`src/rtl/core/smtx_pkg.sv`:
```
package smtx_pkg;

	// Request codes carried by req_type.
	localparam logic [1:0] REQ_TICK = 2'd0;
	localparam logic [1:0] REQ_BYTE = 2'd1;
	localparam logic [1:0] REQ_CC   = 2'd2;

	// Configuration register indexes.
	localparam int unsigned CFG_IDX_W = 2;
	localparam logic [CFG_IDX_W-1:0] CFG_BIT_PERIOD = 2'd0;
	localparam logic [CFG_IDX_W-1:0] CFG_INVERT_PIN = 2'd1;

	// Register widths and reset values.
	localparam int unsigned PERIOD_W = 16;
	localparam logic [PERIOD_W-1:0] PERIOD_RESET = 16'd32;
	localparam logic INVERT_RESET = 1'b1;

	// Message and framing constants.
	localparam logic [7:0] CC_STATUS  = 8'hB0;
	localparam logic [7:0] CHAN_MASK  = 8'h0F;
	localparam logic [7:0] DATA7_MASK = 8'h7F;
	localparam int unsigned FRAME_W = 10;
	localparam logic [3:0] FRAME_BITS = 4'd10;
	localparam logic [1:0] QUEUE_FULL = 2'd2;

	// Current configuration handed to the transmit core.
	typedef struct packed {
		logic [PERIOD_W-1:0] bit_period;
		logic                invert_pin;
	} cfg_t;

	// One result item.
	typedef struct packed {
		logic pin_level;
		logic line_mark;
		logic busy_res;
		logic dropped;
	} res_t;

endpackage

```
`src/rtl/core/smtx_cfg_regs.sv`:
```
module smtx_cfg_regs (
	input  logic                             clk,
	input  logic                             arst_n,
	input  logic                             cfg_valid,
	output logic                             cfg_ready,
	input  logic [smtx_pkg::CFG_IDX_W-1:0]   cfg_index,
	input  logic [smtx_pkg::PERIOD_W-1:0]    cfg_data,
	output smtx_pkg::cfg_t                   cfg
);
	import smtx_pkg::*;

	logic [PERIOD_W-1:0] bit_period_q;
	logic                invert_pin_q;

	// Writes are always taken.
	assign cfg_ready = 1'b1;

	// Register file: writes to unknown indexes are ignored.
	always_ff @(posedge clk or negedge arst_n) begin
		if (!arst_n) begin
			bit_period_q <= PERIOD_RESET;
			invert_pin_q <= INVERT_RESET;
		end else if (cfg_valid && cfg_ready) begin
			case (cfg_index)
				CFG_BIT_PERIOD: bit_period_q <= cfg_data;
				CFG_INVERT_PIN: invert_pin_q <= cfg_data[0];
				default: ;
			endcase
		end
	end

	assign cfg.bit_period = bit_period_q;
	assign cfg.invert_pin = invert_pin_q;

endmodule

```
`src/rtl/core/smtx_core.sv`:
```
module smtx_core #(
	parameter int unsigned TICK_COUNTER_BITS = 16
) (
	input  logic                  clk,
	input  logic                  arst_n,
	input  logic                  step,
	input  logic [1:0]            req_type,
	input  logic [7:0]            data_byte,
	input  logic [7:0]            channel,
	input  logic [7:0]            controller,
	input  logic [7:0]            ctrl_value,
	input  smtx_pkg::cfg_t        cfg,
	output smtx_pkg::res_t        res
);
	import smtx_pkg::*;

	localparam int unsigned CMP_W =
		(TICK_COUNTER_BITS > PERIOD_W) ? TICK_COUNTER_BITS : PERIOD_W;

	logic [FRAME_W-1:0]           frame_shift_q, frame_shift_d;
	logic [3:0]                   bits_remaining_q, bits_remaining_d;
	logic [TICK_COUNTER_BITS-1:0] tick_count_q, tick_count_d, tick_next;
	logic                         active_q, active_d;
	logic [1:0]                   queued_count_q, queued_count_d;
	logic                         line_level_q, line_level_d;
	logic [7:0]                   queued0_q, queued1_q;
	logic                         load_queue;
	logic                         dropped_d;
	logic [PERIOD_W-1:0]          period_eff;
	logic [CMP_W-1:0]             next_ext, period_ext;

	// A period of zero behaves as a period of one tick.
	assign period_eff = (cfg.bit_period == '0) ? PERIOD_W'(1) : cfg.bit_period;
	assign tick_next  = tick_count_q + TICK_COUNTER_BITS'(1);
	assign next_ext   = CMP_W'(tick_next);
	assign period_ext = CMP_W'(period_eff);

	// Next state for the accepted item.
	always_comb begin
		frame_shift_d    = frame_shift_q;
		bits_remaining_d = bits_remaining_q;
		tick_count_d     = tick_count_q;
		active_d         = active_q;
		queued_count_d   = queued_count_q;
		line_level_d     = line_level_q;
		load_queue       = 1'b0;
		dropped_d        = 1'b0;
		if (step) begin
			case (req_type)
				REQ_TICK: begin
					if (active_q) begin
						if (tick_next == '0 || next_ext >= period_ext) begin
							// End of a bit period.
							tick_count_d = '0;
							if (bits_remaining_q != 4'd0) begin
								line_level_d     = frame_shift_q[0];
								frame_shift_d    = frame_shift_q >> 1;
								bits_remaining_d = bits_remaining_q - 4'd1;
							end else if (queued_count_q != 2'd0) begin
								queued_count_d   = queued_count_q - 2'd1;
								frame_shift_d    = {1'b1,
									(queued_count_q == QUEUE_FULL) ? queued0_q : queued1_q,
									1'b0};
								bits_remaining_d = FRAME_BITS;
								line_level_d     = 1'b1;
							end else begin
								active_d     = 1'b0;
								line_level_d = 1'b1;
							end
						end else begin
							tick_count_d = tick_next;
						end
					end
				end
				REQ_BYTE, REQ_CC: begin
					if (active_q) begin
						dropped_d = 1'b1;
					end else begin
						bits_remaining_d = FRAME_BITS;
						line_level_d     = 1'b1;
						tick_count_d     = '0;
						active_d         = 1'b1;
						if (req_type == REQ_BYTE) begin
							queued_count_d = 2'd0;
							frame_shift_d  = {1'b1, data_byte, 1'b0};
						end else begin
							load_queue     = 1'b1;
							queued_count_d = QUEUE_FULL;
							frame_shift_d  = {1'b1, CC_STATUS | (channel & CHAN_MASK), 1'b0};
						end
					end
				end
				default: ;
			endcase
		end
	end

	// Control state.
	always_ff @(posedge clk or negedge arst_n) begin
		if (!arst_n) begin
			frame_shift_q    <= '0;
			bits_remaining_q <= '0;
			tick_count_q     <= '0;
			active_q         <= 1'b0;
			queued_count_q   <= '0;
			line_level_q     <= 1'b1;
		end else begin
			frame_shift_q    <= frame_shift_d;
			bits_remaining_q <= bits_remaining_d;
			tick_count_q     <= tick_count_d;
			active_q         <= active_d;
			queued_count_q   <= queued_count_d;
			line_level_q     <= line_level_d;
		end
	end

	// Queued message bytes hold no reset; they are read only after a write.
	always_ff @(posedge clk) begin
		if (load_queue) begin
			queued0_q <= controller & DATA7_MASK;
			queued1_q <= ctrl_value & DATA7_MASK;
		end
	end

	// Result reflects the state after this item.
	assign res.pin_level = line_level_d ^ cfg.invert_pin;
	assign res.line_mark = line_level_d;
	assign res.busy_res  = active_d;
	assign res.dropped   = dropped_d;

	a_idle_timer_clear: assert property (@(posedge clk) disable iff (!arst_n)
		!active_q |-> (tick_count_q == '0 && queued_count_q == 2'd0))
		else $error("idle line with running timer or queued bytes");
	a_bits_bound: assert property (@(posedge clk) disable iff (!arst_n)
		bits_remaining_q <= FRAME_BITS && queued_count_q != 2'd3)
		else $error("frame bit count or queue count out of range");
	a_idle_mark: assert property (@(posedge clk) disable iff (!arst_n)
		!active_q |-> line_level_q)
		else $error("free line not at mark");
	a_drop_keeps: assert property (@(posedge clk) disable iff (!arst_n)
		(step && dropped_d) |=> (active_q && $stable(frame_shift_q)))
		else $error("refused request disturbed the frame");

endmodule

```
`src/rtl/core/serial_midi_transmitter.sv`:
```
// Serial MIDI transmitter: a tick-paced 8N1 serial transmitter for one pin.
// Input channel (in_valid / in_stall): each request is a timer tick
// (req_type 0), a raw byte (1) or a control change (2, sends three bytes:
// status 0xB0 with the channel nibble, controller and value masked to seven
// bits). Code 3 is ignored. A send request made while the line is busy is
// refused and reported through dropped.
// Output channel (out_valid / out_stall): one result per request, giving the
// pin level, logical line level, busy flag and the drop flag, as they stand
// after that request. The result is registered in the output register when
// the request is accepted. One request per cycle is taken back to back
// unless in_stall holds the input; the core's state update sets the rate.
// When the receiver stalls, a waiting result holds and in_stall is raised
// only while the output register is full and stalled.
// Configuration (cfg_valid / cfg_ready, always ready): index 0 bit_period in
// ticks, index 1 invert_pin. Write only while no result is outstanding.
// Reset: line free at mark, bit period 32, pin inverted, no result pending.
module serial_midi_transmitter #(
	parameter int unsigned TICK_COUNTER_BITS = 16
) (
	input  logic                             clk,
	input  logic                             arst_n,
	input  logic                             in_valid,
	output logic                             in_stall,
	input  logic [1:0]                       req_type,
	input  logic [7:0]                       data_byte,
	input  logic [7:0]                       channel,
	input  logic [7:0]                       controller,
	input  logic [7:0]                       ctrl_value,
	output logic                             out_valid,
	input  logic                             out_stall,
	output logic                             pin_level,
	output logic                             line_mark,
	output logic                             busy_res,
	output logic                             dropped,
	input  logic                             cfg_valid,
	output logic                             cfg_ready,
	input  logic [smtx_pkg::CFG_IDX_W-1:0]   cfg_index,
	input  logic [smtx_pkg::PERIOD_W-1:0]    cfg_data
);
	import smtx_pkg::*;

	cfg_t cfg;
	res_t res;
	res_t res_q;
	logic out_valid_q;
	logic in_accept;

	smtx_cfg_regs u_cfg (
		.clk       (clk),
		.arst_n    (arst_n),
		.cfg_valid (cfg_valid),
		.cfg_ready (cfg_ready),
		.cfg_index (cfg_index),
		.cfg_data  (cfg_data),
		.cfg       (cfg)
	);

	smtx_core #(
		.TICK_COUNTER_BITS (TICK_COUNTER_BITS)
	) u_core (
		.clk        (clk),
		.arst_n     (arst_n),
		.step       (in_accept),
		.req_type   (req_type),
		.data_byte  (data_byte),
		.channel    (channel),
		.controller (controller),
		.ctrl_value (ctrl_value),
		.cfg        (cfg),
		.res        (res)
	);

	// A request is taken unless a result waits on a stalled receiver.
	assign in_stall  = out_valid_q && out_stall;
	assign in_accept = in_valid && !in_stall;

	// Output register valid flag.
	always_ff @(posedge clk or negedge arst_n) begin
		if (!arst_n) begin
			out_valid_q <= 1'b0;
		end else if (in_accept) begin
			out_valid_q <= 1'b1;
		end else if (!out_stall) begin
			out_valid_q <= 1'b0;
		end
	end

	// Output register payload.
	always_ff @(posedge clk) begin
		if (in_accept) begin
			res_q <= res;
		end
	end

	assign out_valid = out_valid_q;
	assign pin_level = res_q.pin_level;
	assign line_mark = res_q.line_mark;
	assign busy_res  = res_q.busy_res;
	assign dropped   = res_q.dropped;

	a_drop_busy: assert property (@(posedge clk) disable iff (!arst_n)
		(out_valid_q && res_q.dropped) |-> res_q.busy_res)
		else $error("refused request reported on a free line");
	a_stall_only_full: assert property (@(posedge clk) disable iff (!arst_n)
		in_stall |-> out_valid_q)
		else $error("input stalled with empty output register");
	a_accept_fills: assert property (@(posedge clk) disable iff (!arst_n)
		in_accept |=> out_valid_q)
		else $error("accepted request produced no result");
	a_pin_consistent: assert property (@(posedge clk) disable iff (!arst_n)
		(out_valid_q && !res_q.busy_res) |-> res_q.line_mark)
		else $error("free line reported at space");

endmodule
```
`config.mk`:
```
export PLATFORM = sky130hd
export DESIGN_NAME = serial_midi_transmitter
export DESIGN_NICKNAME = d
export VERILOG_FILES = /design/src/rtl/core/smtx_pkg.sv /design/src/rtl/core/smtx_cfg_regs.sv /design/src/rtl/core/smtx_core.sv /design/src/rtl/core/serial_midi_transmitter.sv
export SDC_FILE = /design/constraint.sdc
export NUM_CORES = 1
export LEC_CHECK = 0
export BUFFER_PORTS_ARGS = -buffer_cell sky130_fd_sc_hd__buf_2
export CORE_UTILIZATION = 50
export CTS_CLUSTER_SIZE = 28
export DETAILED_ROUTE_END_ITERATION = 6
export GPL_ROUTABILITY_DRIVEN = 0
export PLACE_DENSITY = 0.72
export SLEW_MARGIN = 20
export SYNTH_ARGS = -nofsm -noshare
export SYNTH_HDL_FRONTEND = slang
export SYNTH_HIERARCHICAL = 1
export SYNTH_SLANG_ARGS = --single-unit
```
`constraint.sdc`:
```
create_clock -name clk -period 10.2 [get_ports clk]
set_input_delay 2.04 -clock clk [delete_from_list [all_inputs] [get_ports clk]]
set_output_delay 2.04 -clock clk [all_outputs]
set_load 0.05 [all_outputs]
```
==> results.sh <==
export IMPL_dr_pass1_iters=4
export IMPL_synth_top_family_by_area="simple AND/OR/NAND/NOR gates"
export IMPL_grt_antenna_before_repair=0
export IMPL_synth_most_common_cell="dfrtp_1"
export IMPL_areaGrowthSynthToFinish_pct=9.994
export IMPL_vias_per_cell=5.500
export IMPL_num_rows=33
export IMPL_synth_xor_area_frac=0.03123
export IMPL_synthMuxAreaShare=0.1053
export IMPL_slowest_stage="buf_2"
export IMPL_finalSetupViolCount=0
export IMPL_worstPathMaxFanout=3
export IMPL_netlist_instances=393
export IMPL_synth_compound_area_frac=0.1353
export IMPL_layout_drive_gt1_share=0.2654
export IMPL_cts_root_buf="clkbuf_8"
export IMPL_die_height_microns=93.72
export IMPL_crit_arrival_ns=2.51
export IMPL_post_cts_buffers=0
export IMPL_rsz0062_at_grt="false"
export IMPL_synth_nets=474
export IMPL_die_width_microns=93.72
export IMPL_fin_nets=513
export IMPL_synth_seq_area_share=0.4387
export IMPL_grtUsageTotal=0.1956
export IMPL_synthAdderAreaFrac=0.07139
export IMPL_ctsResizeCount=0
export IMPL_grt_pass1_vias=2911
export IMPL_crit_type="in -> out"
export IMPL_layout_cells_non_filler=542
export IMPL_synth_top_area_frac=0.2915
export IMPL_grt_pass1_wl_microns=13350
export IMPL_timing_final_crit_share=0.4457
export IMPL_wl_per_cell_microns=14.56
export IMPL_tns_ns=0
export IMPL_leakage_nw=2.083
export IMPL_overflow=0
export IMPL_finalMaxSlewViolations=0
export IMPL_worst_setup_path_start_kind="primary input"
export IMPL_antenna_cells=0
export IMPL_dr_total_vias=2981
export IMPL_final_core_util=0.5660
export IMPL_routed_wl_microns=7893
export IMPL_die_area_sq_um=8783
export IMPL_yosysWarnings=6
export IMPL_grt_max_degree=53
export IMPL_netlist_area_sq_um=4207
export IMPL_period_minus_slack_ns=4.546
export IMPL_dp_cells=526
export IMPL_core_sq_um=8175
export IMPL_synth_seq_cells=70
export IMPL_drt_iter0_markers=117
export IMPL_synthDistinctLibCells=73
export IMPL_syn_avg_cell_area_sq_um=10.70
export IMPL_synth_common_cells="dfrtp_1, inv_1, nor2_1, ha_1, nand2_1"
export IMPL_ir_worst_vdd_uv=126.1
export IMPL_antenna_left=0
export IMPL_timing_hold_ws_ns=0.4901
export IMPL_cts_tree="yes"
export IMPL_worst_endpoint_required_ns=8.16
export IMPL_yosysTopAreaCell="dfrtp_1"
export IMPL_numCtsBuffers=9
export IMPL_io_buffer_count=56
export IMPL_critPathMaxStageDelay_ns=0.25
export IMPL_dp_hpwl_microns=5687
export IMPL_cts_sinks=70
export IMPL_yosys_area_share_simple=0.1472
export IMPL_cp_cell_sequence="buf_2 -> and2_1 -> buf_2"
export IMPL_hold_viol=0
export IMPL_endpoint_kind="output port"
export IMPL_power_density_nw_per_um2=163.9
export IMPL_yosys_top_cells_area="dfrtp_1, edfxtp_1, ha_1, mux2_2, mux2i_1"
export IMPL_clk_path_buf_depth=2
export IMPL_cp_common_cell="buf_2"
export IMPL_crit_buf_inv=2
export IMPL_final_area_sq_um=4627
export IMPL_ctsHtreeMaxLevel=3
export IMPL_place_area_sq_um=4462
export IMPL_tightest_slew_ns=0.8133
export IMPL_top_level_ports=64
export IMPL_hold_path_class="reg -> reg"
export IMPL_slew_headroom=0.4578
export IMPL_ctsHoldBuffers=0
export IMPL_crit_family="buffers and inverters"
export IMPL_drcViolationCount=0
export IMPL_synthArstFlopShare=0.7429
export IMPL_clk_latency_ns=0.34
export IMPL_ys_flop_type="dfrtp_1"
export IMPL_cap_violations=0
export IMPL_outcome="complete, no violations"
export IMPL_cts_reportedPaths_clkPinSlew_ns=0.08
export IMPL_initial_core_util=0.5145
export IMPL_fmax_ghz=0.2200
export IMPL_finClkSkew_ns=0.009973
export IMPL_synth_edf_count=18
[cells in the final DEF, fill, tap and decap left out, drive strengths merged, types with 3 or more instances in the layout]
cell    instances
clkbuf         12
inv            30
a21oi          18
nor2           25
o21ai          13
edfxtp         18
dfrtp          49
nand2b          5
dfstp           3
xor2            7
ha             24
xnor2           8
o22ai           3
buf            58
a31oi           3
nand4           7
nor4            9
mux2           24
a22o           13
and3            3
mux2i          15
nand2          23
nand3           9
a21o            7
nor3            7
[routing by layer]
layer,up-vias,GRT usage,wire (microns)
met2,63,0.3139,3729
li1,1490,-,-
met5,-,0,0
met1,1419,0.2678,3777
met3,9,0.03074,271
met4,0,0.07051,115
[report_power, final]
part,internal [W],switching [W],leakage (nW)
combinational,0.0000964,0.000101,1.21
sequential,0.000337,0.0000353,0.801
clock,0.0000873,0.000101,0.0740
[worst paths after layout]
kind,start,end,slack (ns),cells after the start
max,out_stall,in_stall,5.65,3
min,u_core/frame_shift_q[9],u_core/frame_shift_q[9],0.49,1
min in group asynchronous,arst_n,u_core/bits_remaining_q[3],1.80,2
max in group asynchronous,arst_n,u_core/tick_count_q[14],7.91,2
min reg2reg,u_core/frame_shift_q[9],u_core/frame_shift_q[9],0.49,1
max reg2reg,u_core/tick_count_q[0],pin_level,6.27,14
[state kept, by name, summed over array words and instances, names as in the netlist, 2 cells and up]
name / flops
u_core/queued1_q: 7
u_core/frame_shift_q: 10
u_core/bits_remaining_q: 4
u_core/tick_count_q: 16
u_core/queued_count_q: 2
u_cfg/bit_period_q: 16
u_core/queued0_q: 7
[cell type report]
class,count,area [sq um]
clock buffer,12,135.1
clock inverter,4,23.77
fill,696,3548
inverter,30,112.6
multi-input combinational,263,2083
sequential,70,1846
tap,105,131.4
timing repair buffer,58,295.3
[stage by stage]
step / total power [W] / setup slack (ns)
final: 0.0007585 / 5.654
after global routing: 0.0008074 / 5.525
after CTS: 0.0007659 / 5.651
after detailed placement: 0.0005746 / 5.400
after global placement: 0.0005627 / 5.458
after floorplan: 0.0005254 / 5.515
[kinds of logic (layout without fill, tap and decap cells)]
kind of cell,after synthesis,in the layout
and+or+nand+nor,105,105
AOI/OAI and AO/OA,79,79
DFF,70,70
buffers and inverters,60,104
muxes,39,39
adders and majority gates,24,24
xor gates and xnor gates,15,15
other,1,1
Note: power is estimated with default switching activity, not from simulation.
